<file path="src/sv/jtag_scan_sequencer_assert.svh">
// assertion macros used by the jtag scan sequencer rtl
`ifndef JTAG_SCAN_SEQUENCER_ASSERT_SVH
`define JTAG_SCAN_SEQUENCER_ASSERT_SVH

// same-cycle implication, sampled on clk_i, off while rst_ni is low
`define JSS_ASSERT_IMPL(label, ante, cons, msg) \
  label: assert property (@(posedge clk_i) disable iff (!rst_ni) (ante) |-> (cons)) \
    else $error(msg);

// next-cycle implication, sampled on clk_i, off while rst_ni is low
`define JSS_ASSERT_NEXT(label, ante, cons, msg) \
  label: assert property (@(posedge clk_i) disable iff (!rst_ni) (ante) |=> (cons)) \
    else $error(msg);

`endif

</file>
<file path="src/sv/jss_pkg.sv">
// types and constants of the jtag scan sequencer
`default_nettype none

package jss_pkg;

  localparam int unsigned HDR_W = 8;
  localparam int unsigned TDI_W = 16;
  localparam int unsigned TDO_W = 16;
  localparam int unsigned LEN_W = 5;
  localparam int unsigned KIND_W = 3;
  localparam int unsigned BITS_W = 6;

  localparam logic [HDR_W-1:0] TYPE_MASK   = 8'hE0;
  localparam logic [HDR_W-1:0] TYPE_DR_BIT = 8'h80;
  localparam logic [HDR_W-1:0] TYPE_DRRTI  = 8'hC0;
  localparam logic [HDR_W-1:0] TYPE_DROUT  = 8'hA0;
  localparam logic [HDR_W-1:0] LEN_MASK    = 8'h1F;

  localparam logic CMD_LOAD = 1'b0;
  localparam logic CMD_TICK = 1'b1;

  typedef enum logic [2:0] {
    PH_IDLE    = 3'd0,
    PH_SEL_DR  = 3'd1,
    PH_SEL_IR  = 3'd2,
    PH_CAPTURE = 3'd3,
    PH_ENTER   = 3'd4,
    PH_SHIFT   = 3'd5,
    PH_UPDATE  = 3'd6,
    PH_RTI     = 3'd7
  } jss_phase_e;

  typedef struct packed {
    logic             cmd;
    logic [HDR_W-1:0] header;
    logic [TDI_W-1:0] tdi_value;
    logic             tdo_sample;
  } jss_item_t;

  typedef struct packed {
    logic             tms_level;
    logic             tdi_level;
    logic             last;
    logic [TDO_W-1:0] tdo_word;
  } jss_result_t;

  typedef struct packed {
    logic        valid;
    jss_result_t result;
  } jss_step_t;

endpackage

`default_nettype wire

</file>
<file path="src/sv/jss_in_stage.sv">
// input register of the jtag scan sequencer
`default_nettype none

module jss_in_stage (
  input  wire logic              clk_i,
  input  wire logic              rst_ni,
  input  wire logic              s_valid_i,
  output logic                   s_ready_o,
  input  wire jss_pkg::jss_item_t s_item_i,
  input  wire logic              take_i,
  output logic                   item_valid_o,
  output jss_pkg::jss_item_t     item_o
);

  logic               valid_q, valid_d;
  jss_pkg::jss_item_t item_q;

  // slot frees when its transaction is taken downstream
  assign s_ready_o = !valid_q || take_i;

  always_comb begin
    valid_d = valid_q;
    if (s_ready_o) begin
      valid_d = s_valid_i;
    end
  end

  always_ff @(posedge clk_i or negedge rst_ni) begin
    if (!rst_ni) begin
      valid_q <= 1'b0;
    end else begin
      valid_q <= valid_d;
    end
  end

  always_ff @(posedge clk_i) begin
    if (s_ready_o && s_valid_i) begin
      item_q <= s_item_i;
    end
  end

  assign item_valid_o = valid_q;
  assign item_o       = item_q;

endmodule

`default_nettype wire

</file>
<file path="src/sv/jss_scan_fsm.sv">
// tap scan state machine: phase, shift and capture state, per-pulse result
`default_nettype none
`include "jtag_scan_sequencer_assert.svh"

module jss_scan_fsm #(
  parameter int unsigned DATA_WIDTH = 16
) (
  input  wire logic               clk_i,
  input  wire logic               rst_ni,
  input  wire logic               fire_i,
  input  wire jss_pkg::jss_item_t item_i,
  output jss_pkg::jss_step_t      step_o
);

  localparam int unsigned IdxW = $clog2(DATA_WIDTH);

  jss_pkg::jss_phase_e                phase_q, phase_d;
  logic [jss_pkg::KIND_W-1:0]         kind_q, kind_d;
  logic [jss_pkg::BITS_W-1:0]         bits_left_q, bits_left_d;
  logic [jss_pkg::TDI_W-1:0]          tdi_shift_q, tdi_shift_d;
  logic [DATA_WIDTH-1:0]              tdo_collect_q, tdo_collect_d;
  logic [jss_pkg::LEN_W-1:0]          capture_pos_q, capture_pos_d;

  logic [jss_pkg::HDR_W-1:0] kind_bits;
  logic                      is_load;
  logic                      is_tick;
  logic                      shift_done;

  assign kind_bits  = {kind_q, {jss_pkg::LEN_W{1'b0}}};
  assign is_load    = fire_i && (item_i.cmd == jss_pkg::CMD_LOAD);
  assign is_tick    = fire_i && (item_i.cmd == jss_pkg::CMD_TICK);
  assign shift_done = (bits_left_q <= jss_pkg::BITS_W'(1));

  // next state and datapath
  always_comb begin
    phase_d       = phase_q;
    kind_d        = kind_q;
    bits_left_d   = bits_left_q;
    tdi_shift_d   = tdi_shift_q;
    tdo_collect_d = tdo_collect_q;
    capture_pos_d = capture_pos_q;
    if (is_load) begin
      if ((item_i.header != '0) && (phase_q == jss_pkg::PH_IDLE)) begin
        kind_d        = item_i.header[jss_pkg::HDR_W-1 -: jss_pkg::KIND_W];
        bits_left_d   = {1'b0, item_i.header[jss_pkg::LEN_W-1:0]} + jss_pkg::BITS_W'(1);
        tdi_shift_d   = item_i.tdi_value;
        tdo_collect_d = '0;
        capture_pos_d = '0;
        phase_d       = jss_pkg::PH_SEL_DR;
      end
    end else if (is_tick) begin
      case (phase_q)
        jss_pkg::PH_SEL_DR: begin
          phase_d = ((kind_bits & jss_pkg::TYPE_DR_BIT) != '0) ? jss_pkg::PH_CAPTURE
                                                               : jss_pkg::PH_SEL_IR;
        end
        jss_pkg::PH_SEL_IR:  phase_d = jss_pkg::PH_CAPTURE;
        jss_pkg::PH_CAPTURE: phase_d = jss_pkg::PH_ENTER;
        jss_pkg::PH_ENTER:   phase_d = jss_pkg::PH_SHIFT;
        jss_pkg::PH_SHIFT: begin
          tdi_shift_d = tdi_shift_q >> 1;
          if (kind_bits == jss_pkg::TYPE_DROUT) begin
            // positions past the register width are dropped
            if ({1'b0, capture_pos_q} < (jss_pkg::LEN_W + 1)'(DATA_WIDTH)) begin
              tdo_collect_d[capture_pos_q[IdxW-1:0]] =
                tdo_collect_q[capture_pos_q[IdxW-1:0]] | item_i.tdo_sample;
            end
            capture_pos_d = capture_pos_q + jss_pkg::LEN_W'(1);
          end
          if (shift_done) begin
            bits_left_d = '0;
            phase_d     = jss_pkg::PH_UPDATE;
          end else begin
            bits_left_d = bits_left_q - jss_pkg::BITS_W'(1);
          end
        end
        jss_pkg::PH_UPDATE: begin
          phase_d = (kind_bits == jss_pkg::TYPE_DRRTI) ? jss_pkg::PH_RTI : jss_pkg::PH_IDLE;
        end
        jss_pkg::PH_RTI:  phase_d = jss_pkg::PH_IDLE;
        default:          phase_d = phase_q;
      endcase
    end
  end

  // pulse levels for the current phase
  always_comb begin
    step_o = '0;
    if (is_tick) begin
      case (phase_q)
        jss_pkg::PH_SEL_DR: begin
          step_o.valid            = 1'b1;
          step_o.result.tms_level = 1'b1;
        end
        jss_pkg::PH_SEL_IR: begin
          step_o.valid            = 1'b1;
          step_o.result.tms_level = 1'b1;
        end
        jss_pkg::PH_CAPTURE: step_o.valid = 1'b1;
        jss_pkg::PH_ENTER:   step_o.valid = 1'b1;
        jss_pkg::PH_SHIFT: begin
          step_o.valid            = 1'b1;
          step_o.result.tdi_level = tdi_shift_q[0];
          step_o.result.tms_level = shift_done;
        end
        jss_pkg::PH_UPDATE: begin
          step_o.valid            = 1'b1;
          step_o.result.tms_level = 1'b1;
          step_o.result.last      = (kind_bits != jss_pkg::TYPE_DRRTI);
        end
        jss_pkg::PH_RTI: begin
          step_o.valid       = 1'b1;
          step_o.result.last = 1'b1;
        end
        default: step_o.valid = 1'b0;
      endcase
      if (step_o.result.last) begin
        step_o.result.tdo_word = tdo_collect_q[jss_pkg::TDO_W-1:0];
      end
    end
  end

  always_ff @(posedge clk_i or negedge rst_ni) begin
    if (!rst_ni) begin
      phase_q       <= jss_pkg::PH_IDLE;
      kind_q        <= '0;
      bits_left_q   <= '0;
      tdi_shift_q   <= '0;
      tdo_collect_q <= '0;
      capture_pos_q <= '0;
    end else begin
      phase_q       <= phase_d;
      kind_q        <= kind_d;
      bits_left_q   <= bits_left_d;
      tdi_shift_q   <= tdi_shift_d;
      tdo_collect_q <= tdo_collect_d;
      capture_pos_q <= capture_pos_d;
    end
  end

  `JSS_ASSERT_NEXT(a_last_ends_scan, step_o.valid && step_o.result.last,
                   phase_q == jss_pkg::PH_IDLE, "scan did not return to idle after last pulse")
  `JSS_ASSERT_IMPL(a_tdo_only_on_last, step_o.valid && !step_o.result.last,
                   step_o.result.tdo_word == '0, "tdo word nonzero outside last pulse")
  `JSS_ASSERT_NEXT(a_load_starts_scan,
                   is_load && (item_i.header != '0) && (phase_q == jss_pkg::PH_IDLE),
                   phase_q == jss_pkg::PH_SEL_DR, "accepted load did not start a scan")

endmodule

`default_nettype wire

</file>
<file path="src/sv/jss_out_stage.sv">
// result register of the jtag scan sequencer
`default_nettype none

module jss_out_stage (
  input  wire logic                 clk_i,
  input  wire logic                 rst_ni,
  input  wire jss_pkg::jss_step_t   step_i,
  output logic                      free_o,
  output logic                      m_valid_o,
  input  wire logic                 m_ready_i,
  output jss_pkg::jss_result_t      m_result_o
);

  logic                 valid_q, valid_d;
  jss_pkg::jss_result_t result_q;

  assign free_o = !valid_q || m_ready_i;

  always_comb begin
    valid_d = valid_q;
    if (free_o) begin
      valid_d = step_i.valid;
    end
  end

  always_ff @(posedge clk_i or negedge rst_ni) begin
    if (!rst_ni) begin
      valid_q <= 1'b0;
    end else begin
      valid_q <= valid_d;
    end
  end

  always_ff @(posedge clk_i) begin
    if (free_o && step_i.valid) begin
      result_q <= step_i.result;
    end
  end

  assign m_valid_o  = valid_q;
  assign m_result_o = result_q;

endmodule

`default_nettype wire

</file>
<file path="src/sv/jtag_scan_sequencer.sv">
// top level of the jtag scan sequencer
`default_nettype none

// jtag scan sequencer: steps a jtag tap through one scan, one tck pulse per tick
// transaction. a load transaction (tuser 0) takes a scan header and up to 16 tdi
// bits; it is dropped when the header is zero or a scan is still running. each tick
// transaction (tuser 1) during a scan yields one result transaction with the tms and
// tdi levels of the pulse; ticks while idle and loads yield none. pulse order is
// select-dr, select-ir (skipped when header bit 7 is set), capture, shift entry, the
// shifted bits lsb first with tms high on the last one, update, and run-test/idle for
// the drrti type only. only the drout type records tdo; tdo_word carries it on the
// last pulse (tlast high) and is zero otherwise. the block takes one transaction
// every clock unless the result side stalls; an input register holds it, then the
// phase state machine updates state and fills the result register in the same cycle.
// a stalled result register holds the input register, so a full stall costs no data.

module jtag_scan_sequencer #(
  parameter int unsigned DATA_WIDTH = 16
) (
  input  wire logic        clk_i,
  input  wire logic        rst_ni,
  input  wire logic        s_axis_tvalid_i,
  output logic             s_axis_tready_o,
  // [7:0] header, [23:8] tdi_value, [24] tdo_sample, [31:25] zero
  input  wire logic [31:0] s_axis_tdata_i,
  // [0] cmd
  input  wire logic        s_axis_tuser_i,
  output logic             m_axis_tvalid_o,
  input  wire logic        m_axis_tready_i,
  // [0] tms_level, [1] tdi_level, [17:2] tdo_word, [23:18] zero
  output logic [23:0]      m_axis_tdata_o,
  output logic             m_axis_tlast_o
);

  jss_pkg::jss_item_t   s_item;
  jss_pkg::jss_item_t   item;
  logic                 item_valid;
  logic                 out_free;
  logic                 take;
  jss_pkg::jss_step_t   step;
  jss_pkg::jss_result_t m_result;

  // unpack the slave-side transaction
  assign s_item.cmd        = s_axis_tuser_i;
  assign s_item.header     = s_axis_tdata_i[7:0];
  assign s_item.tdi_value  = s_axis_tdata_i[23:8];
  assign s_item.tdo_sample = s_axis_tdata_i[24];

  // the held item is worked once the result register can take its outcome
  assign take = item_valid && out_free;

  jss_in_stage u_in_stage (
    .clk_i        (clk_i),
    .rst_ni       (rst_ni),
    .s_valid_i    (s_axis_tvalid_i),
    .s_ready_o    (s_axis_tready_o),
    .s_item_i     (s_item),
    .take_i       (take),
    .item_valid_o (item_valid),
    .item_o       (item)
  );

  jss_scan_fsm #(
    .DATA_WIDTH (DATA_WIDTH)
  ) u_scan_fsm (
    .clk_i  (clk_i),
    .rst_ni (rst_ni),
    .fire_i (take),
    .item_i (item),
    .step_o (step)
  );

  jss_out_stage u_out_stage (
    .clk_i      (clk_i),
    .rst_ni     (rst_ni),
    .step_i     (step),
    .free_o     (out_free),
    .m_valid_o  (m_axis_tvalid_o),
    .m_ready_i  (m_axis_tready_i),
    .m_result_o (m_result)
  );

  // pack the master-side transaction
  assign m_axis_tdata_o = {6'b0, m_result.tdo_word, m_result.tdi_level, m_result.tms_level};
  assign m_axis_tlast_o = m_result.last;

endmodule

`default_nettype wire

</file>
<file path="config.mk">
export PLATFORM = sky130hd
export DESIGN_NAME = jtag_scan_sequencer
export DESIGN_NICKNAME = d
export VERILOG_FILES = /design/src/sv/jss_pkg.sv /design/src/sv/jss_in_stage.sv /design/src/sv/jss_scan_fsm.sv /design/src/sv/jss_out_stage.sv /design/src/sv/jtag_scan_sequencer.sv
export VERILOG_INCLUDE_DIRS = /design/src /design/src/sv
export SDC_FILE = /design/constraint.sdc
export NUM_CORES = 1
export LEC_CHECK = 0
export BUFFER_PORTS_ARGS = -buffer_cell sky130_fd_sc_hd__buf_2
export CAP_MARGIN = 20
export CORE_ASPECT_RATIO = 1.5
export CORE_MARGIN = 2
export CORE_UTILIZATION = 45
export DETAILED_ROUTE_END_ITERATION = 12
export GPL_TIMING_DRIVEN = 0
export PLACE_DENSITY = 0.68
export SLEW_MARGIN = 10
export SYNTH_ARGS = -nofsm -noshare
export SYNTH_HDL_FRONTEND = slang
export SYNTH_SLANG_ARGS = --single-unit
export TNS_END_PERCENT = 100
</file>
<file path="constraint.sdc">
create_clock -name clk_i -period 6.95 [get_ports clk_i]
set_input_delay 2.085 -clock clk_i [delete_from_list [all_inputs] [get_ports clk_i]]
set_output_delay 2.085 -clock clk_i [all_outputs]
set_load 0.03 [all_outputs]
</file>
Word-level counts from Yosys, hierarchy flattened

Index checks and enable logic that the tools add are counted.

Muxes and demuxes: 39
Add/sub/neg operators: 3
$lt $le $gt $ge: 4
Reduce and logical (&&, ||, !) cells: 27
Bitwise gates (word level): 2
Equal/unequal tests: 12

Operator list:

| cell                | number |
|---|---|
| $mux 16             | 11 |
| $mux 6              | 5 |
| $mux 5              | 5 |
| $pmux 3 s7          | 1 |
| $mux 20             | 1 |
| $eq 3x3->1 const B  | 6 |
| $bwmux 16           | 1 |
| $reduce_bool 8->1   | 2 |
| $mux 3              | 5 |
| $reduce_and 4->1    | 2 |
| $reduce_bool 2->1   | 4 |
| $logic_and 1x1->1   | 7 |
| $reduce_or 7->1     | 1 |
| $add 5x1->6 const B | 1 |
| $eq 3x2->1 const B  | 2 |
| $le 6x1->1 const B  | 1 |
| $mux 1              | 6 |
| $reduce_and 2->1    | 3 |
| $sub 6x1->6 const B | 1 |
| $add 5x1->5 const B | 1 |
| $lt 4x5->1 const B  | 1 |
| $lt 5x5->1 const B  | 1 |
| $reduce_and 5->1    | 1 |
| $bmux 1 s4          | 1 |
| 14 further kinds    | 17 |

Flip-flop bits (word level): 96
Word-level logic and storage cells: 103
Output and inout port bits: 27
Input bits: 37

Logic depth before layout (Yosys ltp)

Word-level depth: 10
Mapped depth: 8
Mapped depth without buffers: 7

Modules after synthesis

A second synthesis with hierarchy kept.

Cells, all modules: 349
Area total of the unflattened synthesis: 4349.2 um^2

By module, submodules not included:

| module              | instances | area an instance (um^2) | seq. area each (um^2) | cells each |
|---|---|---|---|---|
| jss_scan_fsm        | 1         | 2835.2                  | 1226.2                | 288 |
| jss_in_stage        | 1         | 834.6                   | 805.8                 | 30 |
| jss_out_stage       | 1         | 624.3                   | 595.6                 | 23 |
| jtag_scan_sequencer | 1         | 55.1                    | 0.0                   | 8 |

Worst setup path before layout

No wires, ideal clock.

Kind: input -> output
Start point: in m_axis_tready_i
End point: out s_axis_tready_o
Path slack: 2313 ps
Path buffers: 1
Arrival: 2552 ps
Stages on the path: 3
Data required time: 4865 ps
Cells stage by stage: nor2b_1 > buf_4 > nand2_1

Longest elaborated chain between the ends: 3

RTL lines:

| what              | RTL line                  | source |
|---|---|---|
| start, declared   | jtag_scan_sequencer.sv:29 | `input wire logic m_axis_tready_i,` |
| $logic_or 1x1->1  | jss_out_stage.sv:17       | `assign free_o = !valid_q \|\| m_ready_i;` |
| $logic_and 1x1->1 | jtag_scan_sequencer.sv:50 | `assign take = item_valid && out_free;` |
| $logic_or 1x1->1  | jss_in_stage.sv:19        | `assign s_ready_o = !valid_q \|\| take_i;` |
| end, declared     | jtag_scan_sequencer.sv:23 | `output logic s_axis_tready_o,` |

Every way passes these cells.

Worst setup path after layout

Same ends and word-level chain as after synthesis.

==> out/metrics.cfg <==
[clock_tree]
post_cts_buffers = 0
cts.hold.buffers_added = 0
cts_sinks = 96
tritoncts = done
cts-resized-gates = 0
root_buffer = clkbuf_16
clk_latency_ps = 340
clk_pin_slew_ps = 60
ctsHtreeMaxLevel = 3
numCtsBuffers = 9
clk_path_buf_depth = 2

[cells_and_area]
multi_input_area_um2 = 1630
fillers = 846
regArea_um2 = 2630
drive_gt1_share_pct = 22.0
layout_commonest_cell = buf_2
antenna_cells = 0
final_net_count = 496
final_cell_mix = 58 x buf_2, 51 x dfrtp_1, 47 x nand2_1, 45 x edfxtp_1, 33 x a31oi_1
final_util_pct = 53.5
area_growth_pct = 16.1

[setup_path]
r2r_cells = 6
path_class = in -> out
critPathArrivalTime_ps = 2790
reg2reg_setup_slack_ps = 4590
r2r_start = u_scan_fsm.capture_pos_q[0]
end_kind = output pin
critical_path_required_ps = 4870
cp-start-kind = primary input
crit_fanout = 9
rr_endpoint = u_scan_fsm.tdo_collect_q[7]

[placement]
hpwl_um = 6410
io_buffers = 50
globalplace.congestion = 0.876

[floorplan]
core_um2 = 9630
io_pins = 64
row_count = 44
die-area_um2 = 10700
die_x_um = 85.1
initial_core_util_pct = 46.1
fp.dieH_um = 126

[power_and_ir_drop]
power_frac_comb_pct = 30.0
intPower_uw = 1170
ir_drop_v = 0.000179
clkPwrFrac_pct = 24.6
p_sw_uw = 588
seqPwrFrac_pct = 45.4
p_leak_uw = 0.00215
powerDensity_nw_per_um2 = 341
swShare_pct = 33.5
totalPowerFinal_uw = 1760

[min_path]
hold_depth = 2
min-delay-start = u_in_stage.item_o[22]
hold_end = u_scan_fsm.kind_q[0]
hold_path_class = reg -> reg

[detailed_routing]
viasPerCell = 5.64
drt-initial-drc-count = 251
wl_per_cell_um = 15.5
drtPass1Iterations = 5
vias = 3216
postRouteAntennaNets = 0
drt_wl_total_um = 8850
drc = 0

[global_route]
grt_antenna_before_repair = 0
track_usage_pct = 17.6
grt_overflow = 0
grt_max_degree = 37
grt_pass1_wl_um = 14800
grt_pass1_vias = 3128

[timing]
hold_viol = 0
skew_ps = 6.99
fin_crit_ps = 4870
rsz0062_at_grt = false
setup_viol = 0
slew_headroom_pct = 40.8
clock.fmax_mhz = 205
drv_slew = 0
tns_ps = 0
tightest_slew_ps = 882
min_period_over_period_pct = 70.1

[run_status]
status = completed

[synthesis]
syn-cell-area_um2 = 4440
synth_edf_count = 45
syn_avg_cell_area_um2 = 11.6
yosysWarnings = 0
yosysSeqAreaShare_pct = 59.2
synth.ff_latch_count = 96
yosys.cell_types.count = 58
ys.flop_type = dfrtp_1
synth_cells = 381
ys_async_sr_fraction_pct = 53.1

[flow_run]
cap_violations = 0

## worst max-delay path by stage
stage / depth (start not counted) / start / to / slack, ps
floorplan: 3 / m_axis_tready_i / s_axis_tready_o / 2310
global placement: 6 / m_axis_tready_i / u_scan_fsm.phase_q[2] / 1620
detailed placement: 5 / m_axis_tready_i / s_axis_tready_o / 2100
CTS: 5 / m_axis_tready_i / s_axis_tready_o / 2080
global route: 5 / m_axis_tready_i / s_axis_tready_o / 2010
finish: 5 / m_axis_tready_i / s_axis_tready_o / 2080
## registers in the layout (all words and copies together) (netlist names)
name / count
u_in_stage.item_valid_o: 1
u_in_stage.item_o: 26
u_scan_fsm.capture_pos_q: 5
u_scan_fsm.kind_q: 3
u_scan_fsm.tdi_shift_q: 16
u_scan_fsm.tdo_collect_q: 16
u_scan_fsm.bits_left_q: 6
u_out_stage.m_result_o: 19
u_out_stage.m_valid_o: 1
u_scan_fsm.phase_q: 3
## cell usage after synthesis, types with 3 or more instances
cell | n | share of area (%)
dfrtp_1 | 51 | 29
nand2_1 | 47 | 4.0
edfxtp_1 | 45 | 30
a31oi_1 | 33 | 4.7
and2_1 | 24 | 3.4
nor2_1 | 23 | 1.9
a311oi_1 | 16 | 3.2
o21ai_0 | 11 | 1.2
inv_1 | 9 | 0.76
buf_2 | 8 | 0.90
buf_4 | 8 | 1.4
clkbuf_1 | 8 | 0.68
ha_1 | 8 | 2.3
nand3_1 | 7 | 0.79
nor3_1 | 6 | 0.68
a21oi_1 | 5 | 0.56
nand2b_1 | 5 | 0.70
and3_1 | 4 | 0.56
mux2i_1 | 4 | 0.90
buf_6 | 3 | 0.76
mux4_2 | 3 | 1.5
nand4_1 | 3 | 0.42
o31ai_1 | 3 | 0.51
or4_1 | 3 | 0.51
## cells by family after synthesis
family / Yosys count / share of synthesized area, %
multiplexers: 9 / 2.93
other: 1 / 0.0845
XOR/XNOR: 3 / 0.592
buffers and inverters: 37 / 4.54
flip-flops: 96 / 59.2
adder cells (fa/ha/maj): 8 / 2.26
AND/OR/NAND/NOR: 137 / 16.1
AO/OA/AOI/OAI: 90 / 14.3
## final cells by class
cell class	count	share of cell area [%]
clock buffers	13	4.66
well taps	115	2.79
repair buffers	54	5.78
multi-input cells	253	31.7
clock inverters	2	0.194
inverters	9	0.655
plain buffers	28	3.25
flip-flops and latches	96	51.0
## per-stage QoR
stage | std cells | instance area (um2) | setup WS (ps) | hold WS (ps)
floorplan | 386 | 4460 | 2310 | 441
global placement | 551 | 4850 | 1620 | 454
detailed placement | 553 | 4880 | 2100 | 466
CTS | 568 | 5130 | 2080 | 480
global route | 570 | 5150 | 2010 | 500
finish | 570 | 5150 | 2080 | 480
## power groups by stage
stage          Clock, uW  Combinational [uW]  Sequential, uW
6_report             433                 527             797
5_1_grt              465                 590             811
4_1_cts              441                 523             798
3_5_place_dp           0                 518             807
3_3_place_gp           0                 502             803
2_1_floorplan          0                 372             820
## worst max-delay path: stages
cell and delay (ps):
buf_2 100, nor2b_1 110, buf_4 200, nand2_1 100, buf_2 180
## layer usage
| metal | global-route usage, % | part of all wire [%] | up-vias |
|---|---|---|---|
| li1 | - | - | 1543 |
| met1 | 20.8 | 40 | 1530 |
| met2 | 28.9 | 52 | 117 |
| met3 | 2.75 | 4.5 | 26 |
| met4 | 12.4 | 4.1 | 0 |
| met5 | 0 | 0 | - |
(Power assumes the default switching activity.)
